===== src/bbc_pkg.sv =====
// shared types, codes and defaults for the block buffer cache slot manager
`timescale 1ns / 1ps

package bbc_pkg;

    // default number of cache slots
    localparam int SLOTS_DEF = 32;

    // fixed field widths
    localparam int TAG_W   = 32;
    localparam int SLOT_W  = 5;
    localparam int COUNT_W = 6;

    // request codes
    localparam logic [1:0] FN_GET    = 2'd0;
    localparam logic [1:0] FN_COMMIT = 2'd1;
    localparam logic [1:0] FN_FLUSH  = 2'd2;

    // result status codes
    localparam logic [1:0] ST_OK       = 2'd0;
    localparam logic [1:0] ST_UNLOADED = 2'd1;
    localparam logic [1:0] ST_PINNED   = 2'd2;

    // commands from controller to datapath
    typedef struct packed {
        logic load_req;
        logic scan_start;
        logic scan_step;
        logic probe_start;
        logic flush_start;
        logic probe_step;
        logic tag_read;
        logic emit_hit;
        logic emit_victim;
        logic emit_full;
        logic emit_commit;
        logic emit_flush_wb;
        logic emit_flush_end;
    } t_dp_cmd;

    // status from datapath to controller
    typedef struct packed {
        logic out_free;
        logic tag_hit;
        logic scan_miss;
        logic probe_free;
        logic probe_last;
        logic flush_dirty;
        logic slot_last;
    } t_dp_sts;

endpackage


===== src/block_buffer_cache.sv =====
// top level of the block buffer cache slot manager
`timescale 1ns / 1ps

// Slot manager for a write-back disk block cache with SLOTS slots and
// round-robin replacement. One request is worked on at a time; o_stall is
// high from the transfer of a request until its last result has been
// written into the output register, and a new request is taken while that
// result still waits on i_stall. Block tags sit in a single-port-read RAM,
// so a get walks the tags one per cycle: a hit ends the walk at the
// lowest matching slot; a miss walks every tag, then probes from the
// replacement pointer for an unpinned slot, skipping pinned ones. A commit
// needs no tag lookup. A flush walks every slot once, reads the tag of each
// dirty slot and writes a writeback result for it, then a closing result.
// No clearing pass is needed after reset: a tag is only read behind its
// slot's valid or dirty flag, which reset clears at once.
module block_buffer_cache #(
    parameter int SLOTS = bbc_pkg::SLOTS_DEF
) (
    input  logic                        i_clk,
    input  logic                        i_rst_n,
    // request channel
    input  logic                        i_valid,
    output logic                        o_stall,
    input  logic [1:0]                  i_func,
    input  logic [bbc_pkg::TAG_W-1:0]   i_disk_blk,
    input  logic                        i_fetch_on_miss,
    input  logic [bbc_pkg::SLOT_W-1:0]  i_slot_index,
    input  logic                        i_mark_dirty,
    // result channel
    output logic                        o_valid,
    input  logic                        i_stall,
    output logic [bbc_pkg::SLOT_W-1:0]  o_slot,
    output logic                        o_hit,
    output logic                        o_fetch,
    output logic                        o_writeback,
    output logic [bbc_pkg::TAG_W-1:0]   o_writeback_block,
    output logic [1:0]                  o_status,
    output logic [bbc_pkg::COUNT_W-1:0] o_dirty_count,
    output logic                        o_last
);

    bbc_pkg::t_dp_cmd cmd;
    bbc_pkg::t_dp_sts sts;

    // sequencing of lookup, victim probe, commit and flush walk
    bbc_ctrl u_ctrl (
        .i_clk   (i_clk),
        .i_rst_n (i_rst_n),
        .i_valid (i_valid),
        .i_func  (i_func),
        .i_sts   (sts),
        .o_cmd   (cmd),
        .o_stall (o_stall)
    );

    // slot flags, tag ram, counters and the result register
    bbc_dp #(
        .SLOTS (SLOTS)
    ) u_dp (
        .i_clk             (i_clk),
        .i_rst_n           (i_rst_n),
        .i_cmd             (cmd),
        .o_sts             (sts),
        .i_disk_blk        (i_disk_blk),
        .i_fetch_on_miss   (i_fetch_on_miss),
        .i_slot_index      (i_slot_index),
        .i_mark_dirty      (i_mark_dirty),
        .i_stall           (i_stall),
        .o_valid           (o_valid),
        .o_slot            (o_slot),
        .o_hit             (o_hit),
        .o_fetch           (o_fetch),
        .o_writeback       (o_writeback),
        .o_writeback_block (o_writeback_block),
        .o_status          (o_status),
        .o_dirty_count     (o_dirty_count),
        .o_last            (o_last)
    );

    // a result is only written when the output register can take it
    a_emit_free: assert property (@(posedge i_clk) disable iff (!i_rst_n)
        (cmd.emit_hit || cmd.emit_victim || cmd.emit_full || cmd.emit_commit
         || cmd.emit_flush_wb || cmd.emit_flush_end) |-> sts.out_free)
        else $error("result written while output register busy");

    // never more than one result per cycle
    a_one_emit: assert property (@(posedge i_clk) disable iff (!i_rst_n)
        $onehot0({cmd.emit_hit, cmd.emit_victim, cmd.emit_full, cmd.emit_commit,
                  cmd.emit_flush_wb, cmd.emit_flush_end}))
        else $error("more than one result in a cycle");

    // a hit result never carries a disk request or an error
    a_hit_clean: assert property (@(posedge i_clk) disable iff (!i_rst_n)
        (o_valid && o_hit) |-> (!o_fetch && !o_writeback && o_status == bbc_pkg::ST_OK))
        else $error("hit result with a disk request or error");

endmodule


===== src/bbc_ram.sv =====
// generic single write port ram with registered read
`timescale 1ns / 1ps

module bbc_ram #(
    parameter int WIDTH = 32,
    parameter int DEPTH = 32
) (
    input  logic                     i_clk,
    input  logic                     i_we,
    input  logic [$clog2(DEPTH)-1:0] i_waddr,
    input  logic [WIDTH-1:0]         i_wdata,
    input  logic                     i_re,
    input  logic [$clog2(DEPTH)-1:0] i_raddr,
    output logic [WIDTH-1:0]         o_rdata
);

    logic [WIDTH-1:0] r_mem [DEPTH];
    logic [WIDTH-1:0] r_rdata;

    always_ff @(posedge i_clk) begin
        if (i_we) begin
            r_mem[i_waddr] <= i_wdata;
        end
        if (i_re) begin
            r_rdata <= r_mem[i_raddr];
        end
    end

    assign o_rdata = r_rdata;

endmodule


===== src/bbc_ctrl.sv =====
// controller state machine for the block buffer cache
`timescale 1ns / 1ps

module bbc_ctrl (
    input  logic             i_clk,
    input  logic             i_rst_n,
    input  logic             i_valid,
    input  logic [1:0]       i_func,
    input  bbc_pkg::t_dp_sts i_sts,
    output bbc_pkg::t_dp_cmd o_cmd,
    output logic             o_stall
);

    typedef enum logic [9:0] {
        S_IDLE   = 10'b0000000001,
        S_LOOKUP = 10'b0000000010,
        S_HIT    = 10'b0000000100,
        S_PROBE  = 10'b0000001000,
        S_VEMIT  = 10'b0000010000,
        S_FULL   = 10'b0000100000,
        S_COMMIT = 10'b0001000000,
        S_FSCAN  = 10'b0010000000,
        S_FEMIT  = 10'b0100000000,
        S_FEND   = 10'b1000000000
    } t_state;

    t_state           r_state;
    t_state           n_state;
    bbc_pkg::t_dp_cmd cmd;

    always_comb begin
        n_state = r_state;
        cmd     = '0;
        case (r_state)
            S_IDLE: begin
                if (i_valid) begin
                    cmd.load_req = 1'b1;
                    case (i_func)
                        bbc_pkg::FN_GET: begin
                            cmd.scan_start = 1'b1;
                            n_state        = S_LOOKUP;
                        end
                        bbc_pkg::FN_COMMIT: begin
                            n_state = S_COMMIT;
                        end
                        bbc_pkg::FN_FLUSH: begin
                            cmd.flush_start = 1'b1;
                            n_state         = S_FSCAN;
                        end
                        default: begin
                            n_state = S_IDLE;
                        end
                    endcase
                end
            end
            S_LOOKUP: begin
                if (i_sts.tag_hit) begin
                    n_state = S_HIT;
                end else if (i_sts.scan_miss) begin
                    cmd.probe_start = 1'b1;
                    n_state         = S_PROBE;
                end else begin
                    cmd.scan_step = 1'b1;
                end
            end
            S_HIT: begin
                if (i_sts.out_free) begin
                    cmd.emit_hit = 1'b1;
                    n_state      = S_IDLE;
                end
            end
            S_PROBE: begin
                if (i_sts.probe_free) begin
                    cmd.tag_read = 1'b1;
                    n_state      = S_VEMIT;
                end else if (i_sts.probe_last) begin
                    n_state = S_FULL;
                end else begin
                    cmd.probe_step = 1'b1;
                end
            end
            S_VEMIT: begin
                if (i_sts.out_free) begin
                    cmd.emit_victim = 1'b1;
                    n_state         = S_IDLE;
                end
            end
            S_FULL: begin
                if (i_sts.out_free) begin
                    cmd.emit_full = 1'b1;
                    n_state       = S_IDLE;
                end
            end
            S_COMMIT: begin
                if (i_sts.out_free) begin
                    cmd.emit_commit = 1'b1;
                    n_state         = S_IDLE;
                end
            end
            S_FSCAN: begin
                if (i_sts.flush_dirty) begin
                    cmd.tag_read = 1'b1;
                    n_state      = S_FEMIT;
                end else if (i_sts.slot_last) begin
                    n_state = S_FEND;
                end else begin
                    cmd.probe_step = 1'b1;
                end
            end
            S_FEMIT: begin
                if (i_sts.out_free) begin
                    cmd.emit_flush_wb = 1'b1;
                    if (i_sts.slot_last) begin
                        n_state = S_FEND;
                    end else begin
                        cmd.probe_step = 1'b1;
                        n_state        = S_FSCAN;
                    end
                end
            end
            S_FEND: begin
                if (i_sts.out_free) begin
                    cmd.emit_flush_end = 1'b1;
                    n_state            = S_IDLE;
                end
            end
            default: begin
                n_state = S_IDLE;
            end
        endcase
    end

    always_ff @(posedge i_clk) begin
        if (!i_rst_n) begin
            r_state <= S_IDLE;
        end else begin
            r_state <= n_state;
        end
    end

    assign o_cmd   = cmd;
    assign o_stall = (r_state != S_IDLE);

endmodule


===== src/bbc_dp.sv =====
// datapath: slot flags, tag ram, pointers, dirty count and result register
`timescale 1ns / 1ps

module bbc_dp #(
    parameter int SLOTS = bbc_pkg::SLOTS_DEF
) (
    input  logic                        i_clk,
    input  logic                        i_rst_n,
    input  bbc_pkg::t_dp_cmd            i_cmd,
    output bbc_pkg::t_dp_sts            o_sts,
    input  logic [bbc_pkg::TAG_W-1:0]   i_disk_blk,
    input  logic                        i_fetch_on_miss,
    input  logic [bbc_pkg::SLOT_W-1:0]  i_slot_index,
    input  logic                        i_mark_dirty,
    input  logic                        i_stall,
    output logic                        o_valid,
    output logic [bbc_pkg::SLOT_W-1:0]  o_slot,
    output logic                        o_hit,
    output logic                        o_fetch,
    output logic                        o_writeback,
    output logic [bbc_pkg::TAG_W-1:0]   o_writeback_block,
    output logic [1:0]                  o_status,
    output logic [bbc_pkg::COUNT_W-1:0] o_dirty_count,
    output logic                        o_last
);

    localparam int IW = $clog2(SLOTS);
    localparam int CW = $clog2(SLOTS + 1);
    localparam logic [IW-1:0] LAST_SLOT = IW'(SLOTS - 1);

    // latched request
    logic [bbc_pkg::TAG_W-1:0]  r_id,    n_id;
    logic                       r_fetch, n_fetch;
    logic [bbc_pkg::SLOT_W-1:0] r_idx,   n_idx;
    logic                       r_mark,  n_mark;

    // slot flags and control
    logic [SLOTS-1:0] r_valid_bits,  n_valid_bits;
    logic [SLOTS-1:0] r_pinned_bits, n_pinned_bits;
    logic [SLOTS-1:0] r_dirty_bits,  n_dirty_bits;
    logic [IW-1:0]    r_ptr,         n_ptr;
    logic [CW-1:0]    r_total,       n_total;
    logic [CW-1:0]    r_scan_cnt,    n_scan_cnt;
    logic             r_cmp_vld,     n_cmp_vld;
    logic [IW-1:0]    r_cmp_idx,     n_cmp_idx;
    logic [IW-1:0]    r_probe,       n_probe;
    logic [IW-1:0]    r_pcnt,        n_pcnt;

    // result register
    logic                        r_out_valid, n_out_valid;
    logic [bbc_pkg::SLOT_W-1:0]  r_o_slot,    n_o_slot;
    logic                        r_o_hit,     n_o_hit;
    logic                        r_o_fetch,   n_o_fetch;
    logic                        r_o_wb,      n_o_wb;
    logic [bbc_pkg::TAG_W-1:0]   r_o_wb_blk,  n_o_wb_blk;
    logic [1:0]                  r_o_status,  n_o_status;
    logic [bbc_pkg::COUNT_W-1:0] r_o_count,   n_o_count;
    logic                        r_o_last,    n_o_last;

    // tag ram
    logic                      ram_we;
    logic                      ram_re;
    logic [IW-1:0]             ram_raddr;
    logic [bbc_pkg::TAG_W-1:0] ram_rdata;

    // helpers
    logic          out_free;
    logic          tag_hit;
    logic [IW-1:0] probe_next;
    logic          victim_wb;
    logic [IW-1:0] commit_ix;
    logic          commit_ok;
    logic          any_emit;

    bbc_ram #(
        .WIDTH (bbc_pkg::TAG_W),
        .DEPTH (SLOTS)
    ) u_tag_ram (
        .i_clk   (i_clk),
        .i_we    (ram_we),
        .i_waddr (r_probe),
        .i_wdata (r_id),
        .i_re    (ram_re),
        .i_raddr (ram_raddr),
        .o_rdata (ram_rdata)
    );

    assign out_free   = !r_out_valid || !i_stall;
    assign tag_hit    = r_cmp_vld && r_valid_bits[r_cmp_idx] && (ram_rdata == r_id);
    assign probe_next = (r_probe == LAST_SLOT) ? '0 : r_probe + 1'b1;
    assign victim_wb  = r_valid_bits[r_probe] && r_dirty_bits[r_probe];
    assign commit_ix  = IW'(r_idx);
    assign commit_ok  = (int'(r_idx) < SLOTS) && r_valid_bits[commit_ix];
    assign any_emit   = i_cmd.emit_hit || i_cmd.emit_victim || i_cmd.emit_full
                     || i_cmd.emit_commit || i_cmd.emit_flush_wb || i_cmd.emit_flush_end;

    always_comb begin
        n_id          = r_id;
        n_fetch       = r_fetch;
        n_idx         = r_idx;
        n_mark        = r_mark;
        n_valid_bits  = r_valid_bits;
        n_pinned_bits = r_pinned_bits;
        n_dirty_bits  = r_dirty_bits;
        n_ptr         = r_ptr;
        n_total       = r_total;
        n_scan_cnt    = r_scan_cnt;
        n_cmp_vld     = r_cmp_vld;
        n_cmp_idx     = r_cmp_idx;
        n_probe       = r_probe;
        n_pcnt        = r_pcnt;
        n_out_valid   = r_out_valid;
        n_o_slot      = r_o_slot;
        n_o_hit       = r_o_hit;
        n_o_fetch     = r_o_fetch;
        n_o_wb        = r_o_wb;
        n_o_wb_blk    = r_o_wb_blk;
        n_o_status    = r_o_status;
        n_o_count     = r_o_count;
        n_o_last      = r_o_last;
        ram_we        = 1'b0;
        ram_re        = 1'b0;
        ram_raddr     = r_probe;

        if (i_cmd.load_req) begin
            n_id    = i_disk_blk;
            n_fetch = i_fetch_on_miss;
            n_idx   = i_slot_index;
            n_mark  = i_mark_dirty;
        end

        // tag lookup, one read issued per cycle, compared in the cycle after the read
        if (i_cmd.scan_start) begin
            n_scan_cnt = '0;
            n_cmp_vld  = 1'b0;
        end
        if (i_cmd.scan_step) begin
            if (r_scan_cnt != CW'(SLOTS)) begin
                ram_re     = 1'b1;
                ram_raddr  = r_scan_cnt[IW-1:0];
                n_scan_cnt = r_scan_cnt + 1'b1;
                n_cmp_vld  = 1'b1;
                n_cmp_idx  = r_scan_cnt[IW-1:0];
            end else begin
                n_cmp_vld = 1'b0;
            end
        end

        // victim probe and flush walk share the slot cursor
        if (i_cmd.probe_start) begin
            n_probe = r_ptr;
            n_pcnt  = '0;
        end
        if (i_cmd.flush_start) begin
            n_probe = '0;
            n_pcnt  = '0;
        end
        if (i_cmd.probe_step) begin
            n_probe = probe_next;
            n_pcnt  = r_pcnt + 1'b1;
        end
        if (i_cmd.tag_read) begin
            ram_re    = 1'b1;
            ram_raddr = r_probe;
        end

        // result register
        if (!i_stall) begin
            n_out_valid = 1'b0;
        end
        if (any_emit) begin
            n_out_valid = 1'b1;
            n_o_slot    = '0;
            n_o_hit     = 1'b0;
            n_o_fetch   = 1'b0;
            n_o_wb      = 1'b0;
            n_o_wb_blk  = '0;
            n_o_status  = bbc_pkg::ST_OK;
            n_o_last    = 1'b1;
        end

        if (i_cmd.emit_hit) begin
            n_pinned_bits[r_cmp_idx] = 1'b1;
            n_o_slot = bbc_pkg::SLOT_W'(r_cmp_idx);
            n_o_hit  = 1'b1;
        end

        if (i_cmd.emit_victim) begin
            if (victim_wb) begin
                n_o_wb     = 1'b1;
                n_o_wb_blk = ram_rdata;
                if (r_total != '0) begin
                    n_total = r_total - 1'b1;
                end
            end
            if (!r_fetch) begin
                n_total = n_total + 1'b1;
            end
            ram_we                 = 1'b1;
            n_valid_bits[r_probe]  = 1'b1;
            n_pinned_bits[r_probe] = 1'b1;
            n_dirty_bits[r_probe]  = !r_fetch;
            n_ptr                  = (r_ptr == LAST_SLOT) ? '0 : r_ptr + 1'b1;
            n_o_slot               = bbc_pkg::SLOT_W'(r_probe);
            n_o_fetch              = r_fetch;
        end

        if (i_cmd.emit_full) begin
            n_o_status = bbc_pkg::ST_PINNED;
        end

        if (i_cmd.emit_commit) begin
            n_o_slot = r_idx;
            if (commit_ok) begin
                if (r_mark && !r_dirty_bits[commit_ix]) begin
                    n_dirty_bits[commit_ix] = 1'b1;
                    n_total                 = r_total + 1'b1;
                end
                n_pinned_bits[commit_ix] = 1'b0;
            end else begin
                n_o_status = bbc_pkg::ST_UNLOADED;
            end
        end

        if (i_cmd.emit_flush_wb) begin
            n_dirty_bits[r_probe] = 1'b0;
            if (r_total != '0) begin
                n_total = r_total - 1'b1;
            end
            n_o_slot   = bbc_pkg::SLOT_W'(r_probe);
            n_o_wb     = 1'b1;
            n_o_wb_blk = ram_rdata;
            n_o_last   = 1'b0;
        end

        if (any_emit) begin
            n_o_count = bbc_pkg::COUNT_W'(n_total);
        end
    end

    always_ff @(posedge i_clk) begin
        if (!i_rst_n) begin
            r_valid_bits  <= '0;
            r_pinned_bits <= '0;
            r_dirty_bits  <= '0;
            r_ptr         <= '0;
            r_total       <= '0;
            r_scan_cnt    <= '0;
            r_cmp_vld     <= 1'b0;
            r_cmp_idx     <= '0;
            r_probe       <= '0;
            r_pcnt        <= '0;
            r_out_valid   <= 1'b0;
        end else begin
            r_valid_bits  <= n_valid_bits;
            r_pinned_bits <= n_pinned_bits;
            r_dirty_bits  <= n_dirty_bits;
            r_ptr         <= n_ptr;
            r_total       <= n_total;
            r_scan_cnt    <= n_scan_cnt;
            r_cmp_vld     <= n_cmp_vld;
            r_cmp_idx     <= n_cmp_idx;
            r_probe       <= n_probe;
            r_pcnt        <= n_pcnt;
            r_out_valid   <= n_out_valid;
        end
    end

    always_ff @(posedge i_clk) begin
        r_id       <= n_id;
        r_fetch    <= n_fetch;
        r_idx      <= n_idx;
        r_mark     <= n_mark;
        r_o_slot   <= n_o_slot;
        r_o_hit    <= n_o_hit;
        r_o_fetch  <= n_o_fetch;
        r_o_wb     <= n_o_wb;
        r_o_wb_blk <= n_o_wb_blk;
        r_o_status <= n_o_status;
        r_o_count  <= n_o_count;
        r_o_last   <= n_o_last;
    end

    assign o_sts.out_free    = out_free;
    assign o_sts.tag_hit     = tag_hit;
    assign o_sts.scan_miss   = r_cmp_vld && (r_cmp_idx == LAST_SLOT) && !tag_hit;
    assign o_sts.probe_free  = !r_pinned_bits[r_probe];
    assign o_sts.probe_last  = (r_pcnt == LAST_SLOT);
    assign o_sts.flush_dirty = r_dirty_bits[r_probe];
    assign o_sts.slot_last   = (r_probe == LAST_SLOT);

    assign o_valid           = r_out_valid;
    assign o_slot            = r_o_slot;
    assign o_hit             = r_o_hit;
    assign o_fetch           = r_o_fetch;
    assign o_writeback       = r_o_wb;
    assign o_writeback_block = r_o_wb_blk;
    assign o_status          = r_o_status;
    assign o_dirty_count     = r_o_count;
    assign o_last            = r_o_last;

endmodule


===== config.mk =====
export PLATFORM = sky130hd
export DESIGN_NAME = block_buffer_cache
export DESIGN_NICKNAME = d
export VERILOG_FILES = /design/src/bbc_pkg.sv /design/src/block_buffer_cache.sv /design/src/bbc_ram.sv /design/src/bbc_ctrl.sv /design/src/bbc_dp.sv
export SDC_FILE = /design/constraint.sdc
export NUM_CORES = 2
export LEC_CHECK = 0
export BUFFER_PORTS_ARGS = -buffer_cell sky130_fd_sc_hd__clkbuf_2
export CORE_ASPECT_RATIO = 1.75
export CORE_MARGIN = 1
export CORE_UTILIZATION = 52
export CTS_CLUSTER_DIAMETER = 120
export DETAILED_ROUTE_END_ITERATION = 6
export PLACE_DENSITY = 0.68
export SKIP_CTS_REPAIR_TIMING = 1
export SYNTH_ARGS = -nofsm -noshare
export SYNTH_HDL_FRONTEND = slang
export SYNTH_HIERARCHICAL = 1
export SYNTH_SLANG_ARGS = --single-unit

===== constraint.sdc =====
create_clock -name i_clk -period 5.5 [get_ports i_clk]
set_input_delay 0.55 -clock i_clk [delete_from_list [all_inputs] [get_ports i_clk]]
set_output_delay 0.55 -clock i_clk [all_outputs]
set_load 0.05 [all_outputs]

# After elaboration in Yosys (flattened, before gate mapping)
# Memory sizes are Yosys's and may differ from the RTL's. A register that Yosys moved wholly into a read port is not among the register bits.
# Index checks and enable logic that the tools add are counted.
# W data, S select, Z words.
# word_totals
ff_bits	228
ramBits	1024
inputBits	45
out_inout_bits	51
word_cells	219
n_memories	1
# memory_table
memory	depth	width	read_ports	rd_clocked_by_memory_dff	wr	line_no	source
u_dp.u_tag_ram.r_mem	32	32	1	1	1	bbc_ram.sv:17	logic [WIDTH-1:0] r_mem [DEPTH];
# op_classes
addsub	7
order_cmp	6
eq_ne	26
muxes	118
n_bitwise	8
n_reduce_logical	29
# ops
cell	n
$mux W32	13
$or A32 B32 Y32	4
$mux W10	10
$mux W5	16
$mux W6	13
$and A32 B32 Y32	2
$not A32 Y32	2
$pmux W10 S6	1
$mux W1	44
$bwmux W32	1
$eq A32 B32 Y1	1
$bmux W1 S5	6
$pmux W8 S3	1
$eq A5 B5 Y1 const B	4
$add A6 B1 Y6 const B	3
$lt A5 B6 Y1 const B	3
$mux W2	8
$add A5 B1 Y5 const B	3
$demux W1 S5	3
$ge A5 B1 Y1 const B	3
$eq A10 B1 Y1 const B	1
$eq A10 B10 Y1 const B	1
$eq A10 B2 Y1 const B	1
$eq A10 B3 Y1 const B	1
other kinds (28)	49

# Longest topological paths before layout
# logic_depth
word_depth	14
ltp_mapped	21

# Hierarchy
# The synthesis kept the hierarchy.
# by_module_without_submodules
module	instances	cells_each	area_per_inst_um2	seq_area_each_um2
bbc_ram	1	2260	40812.9	31710.4
bbc_dp	1	1164	11315.9	4874.7
bbc_ctrl	1	118	867.1	200.2

# Least setup slack after synthesis
# No wires, ideal clock.
# synth_path
path_kind	flip-flop to flip-flop
startpoint	register u_dp.r_cmp_idx[0]
endpoint	register u_dp.u_tag_ram.r_rdata[10] (netlist: u_dp/u_tag_ram/o_rdata[10]), read port of u_dp.u_tag_ram.r_mem, data pin
setup_time_ps	263
t_arrival_ps	3998
required_time_ps	5237
slack_ps	1239
path_stages_with_launch	21
path_buffers	6
synth_period_minus_slack_ps	4261
path_cell_list	dfxtp_1 > clkbuf_1 > clkbuf_1 > mux4_2 > inv_1 > o22ai_1 > nor4_1 > nor3_1 > buf_4 > nor3_1 > o41ai_1 > clkbuf_1 > o21ai_0 > o21ai_0 > nor2_1 > buf_2 > clkbuf_1 > a22o_1 > nor3_1 > a31oi_1 > nand3_1
# synth_lines
element	line_no	source
start, declared	bbc_dp.sv:45	logic [IW-1:0] r_cmp_idx, n_cmp_idx;
start signal, assigned	bbc_dp.sv:262	r_cmp_idx <= n_cmp_idx;
end, declared	bbc_ram.sv:18	logic [WIDTH-1:0] r_rdata;

==> flow_summary.yaml <==
floorplan:
  ios: 96
  dieArea_um2: 103000
  die_w_um: 243
  rows: 154
  die_h_um: 424
  core-area_um2: 101000
  initial_utilization_pct: 52.6
logic_synthesis:
  synth_fa_ha_area_share_pct: 0.354
  ys_dominant_reg_cell: "edfxtp_1"
  synth.avg_cell_area_um2: 15.0
  synth_edf_count: 1107
  async_flop_share_pct: 0
  synth-simple-area-share_pct: 6.24
  synth.distinct_cells: 89
  ys_warn_count: 6
  syn_nets: 3602
  synth_area_um2: 53000
  synth_compound_area_share_pct: 8.70
  yosysSeqAreaShare_pct: 69.4
  synth-xor-area-share_pct: 0.826
  synth-seq-cells: 1284
  postSynthCellCount: 3542
  synth.area.mux_share_pct: 11.9
  synth_top_family_by_area: "multiplexers"
cells_and_area:
  area_delta_synth_final_pct: 13.6
  diodes: 0
  final_nets: 3805
  drive_above_1_share_pct: 15.2
cts:
  clk_pin_slew_ns: 0.07
  numCtsBuffers: 111
  htree_levels: 3
  cts.sinks: 1284
  clockBufferDepth: 3
  cts_tree: "yes"
  cts_root_buf: "clkbuf_16"
  clock_latency_ns: 0.75
worst_setup_path:
  crit_fanout: 13
  cp.required_ns: 5.98
  r2r_start: "u_dp/u_tag_ram/o_rdata[2]"
  worstSetupPathType: "reg2reg"
  crit_chain: "xnor2_1, nand4_1, nor4_1, nand4_1, nor3_1, nor3_1, nor3_1, buf_4, nand2_1, o21ai_0, or2_2, buf_4, nor3_1, a31oi_1, nand3_1"
  cp_common_cell: "nor3_1"
  crit_path_start: "u_dp/u_tag_ram/o_rdata[2]"
  cp-end-kind: "flip-flop"
  crit_path_start_kind: "flip-flop"
  slowest_delay_ns: 0.63
  cp.arrival_ns: 5.69
  slowest_stage: "or2_2"
timing:
  grt_setup_unrepaired: "false"
  fin_tns_setup_ns: 0
  fin_skew_ns: 0.0419
  setup_violations: 0
  post-route-min-period_ns: 5.20
  fin_crit_sh_pct: 94.6
  tightest_slew_ns: 1.23
  slew_headroom_pct: 17.1
  fmaxAchievable_mhz: 192
  drv_slew: 0
  hold_viol: 0
power:
  leakage_nw: 19.1
  p_total_w: 0.0198
  power.density_nw_per_um2: 329
  peakVddDrop_v: 0.000274
min_path:
  hold_start: "i_fetch_on_miss"
  hold_class: "in2reg"
routing:
  drt-pass1-iter-count: 6
  route.detailed.wl_per_inst_um: 29.3
  detail_route.iter0.violations: 3083
  vias: 32700
  drc_errors: 0
  wl_um: 151000
  ant_nets: 0
  via_per_inst: 6.32
place:
  place_congestion: 0.969
  io_buffers: 95
  dp_hpwl_um: 93200
run_status:
  run_status: "finished clean"
grt:
  grt_max_degree: 95
  grtUsageTotal_pct: 29.0
  grt_pass1_vias: 31900
  antenna_found_initial: 1
  grt_overflow: 0
  grt_pass1_wl_um: 215000
flow_run:
  cap_violations: 0
==> synth_stat cells (21+ instances only) <==
cell type  number  area, µm²
dfxtp_1       177       3540
xnor2_1        27        236
edfxtp_1     1107      33200
a21oi_1       167        836
o21ai_0        70        350
mux4_2         22        495
o211a_1        31        310
o21a_1         34        255
xor2_1         23        201
o22ai_1        85        532
buf_4          37        278
nand2_1       163        612
nor2_1        142        533
buf_2          55        275
mux2i_1       576       5770
a22oi_1        98        736
inv_1          27        101
nor3_1         74        370
a31oi_1        38        238
nand3_1       117        586
a22o_1         96        841
clkbuf_1      107        402
buf_6          21        236
==> final timing paths <==
path                                 to  slack [ns]  depth (start not counted)
max          u_dp/u_tag_ram/o_rdata[15]        0.30                         15
min                        u_dp/r_fetch        0.02                          1
max reg2reg  u_dp/u_tag_ram/o_rdata[15]        0.30                         15
min reg2reg            u_dp/o_status[0]        0.45                          1
==> flip-flops by register name, summed over array words and instances (netlist names), 2 cells and up <==
name                    cells
u_dp/r_pinned_bits         32
u_dp/u_tag_ram/o_rdata     32
u_dp/o_dirty_count          6
u_dp/o_slot                 5
u_dp/r_dirty_bits          32
u_ctrl/r_state             10
u_dp/r_valid_bits          32
u_dp/r_cmp_idx              5
u_dp/r_probe                5
u_dp/r_id                  32
u_dp/o_status               2
u_dp/commit_ix              5
u_dp/r_scan_cnt             6
u_dp/r_pcnt                 5
u_dp/u_tag_ram/r_mem     1024
u_dp/o_writeback_block     32
u_dp/r_total                6
u_dp/r_ptr                  5
==> metrics by stage <==
stage               instance area (µm²)  instances  hold slack [ns]  worst slack (ns)  utilization, %
floorplan                         53000       3542            0.450              1.24               -
global placement                  56300       4931            0.434             0.450            55.8
detailed placement                56300       4931            0.448             0.317            55.8
CTS                               59900       5138          -0.0852             0.235            59.4
global route                      60200       5165          0.00375            0.0563            59.7
finish                            60200       5165           0.0241             0.296            59.7
==> cells by family after synthesis <==
logic type | after synthesis
adder cells (fa/ha/maj) | 15
XOR/XNOR | 50
buffers and inverters | 265
AO/OA/AOI/OAI | 676
flip-flops | 1284
multiplexers | 600
AND/OR/NAND/NOR | 652
==> layout make-up <==
| type | count | area, µm² |
|---|---|---|
| flip-flops and latches | 1284 | 36800 |
| clock inverters | 73 | 717 |
| inverters | 30 | 113 |
| repair buffers | 325 | 2830 |
| fillers | 7596 | 40600 |
| clock buffers | 134 | 2920 |
| multi-input cells | 1993 | 15200 |
| well taps | 1326 | 1660 |
==> report_power, final <==
group | leakage [nW] | switching [W] | internal, W | total, W
logic | 5.98 | 0.000782 | 0.000343 | 0.00112
clock network | 1.74 | 0.00358 | 0.00423 | 0.00782
registers | 11.4 | 0.000101 | 0.0108 | 0.0109
==> layer usage <==
layer  GRT usage, %  routed length [µm]
met3           4.02                9360
met5              0                   0
met1           32.2               53600
met4           16.7                9220
met2           52.7               79300
==> placed cells by master, fill, tap and decap left out, drive strengths merged, types with 9 or more instances in the layout <==
| cell type | count |
|---|---|
| a22o | 96 |
| clkinv | 51 |
| a22oi | 99 |
| a31oi | 38 |
| nor2 | 142 |
| edfxtp | 1107 |
| clkbuf | 228 |
| or3 | 12 |
| o211a | 31 |
| mux4 | 22 |
| or3b | 13 |
| dlygate4sd3 | 27 |
| bufinv | 9 |
| nand2b | 9 |
| nand3 | 119 |
| nand2 | 164 |
| nand4 | 14 |
| xnor2 | 27 |
| ha | 15 |
| clkinvlp | 12 |
| o21a | 34 |
| o22ai | 86 |
| buf | 204 |
| nor4 | 16 |
| o21ai | 79 |
| dfxtp | 177 |
| nor3b | 9 |
| nor3 | 74 |
| nand3b | 20 |
| nor2b | 9 |
| mux2i | 577 |
| xor2 | 23 |
| a21oi | 168 |
| inv | 31 |
| and3 | 17 |
==> worst max-delay path, delay by kind of cell, from the launching register on <==
kind / cells / cell delay [ns]
simple gates: 10 / 2.74
compound gates: 2 / 0.63
buf+inv: 2 / 0.57
flops: 1 / 0.52
xor+xnor: 1 / 0.48
(Power assumes the default switching activity.)
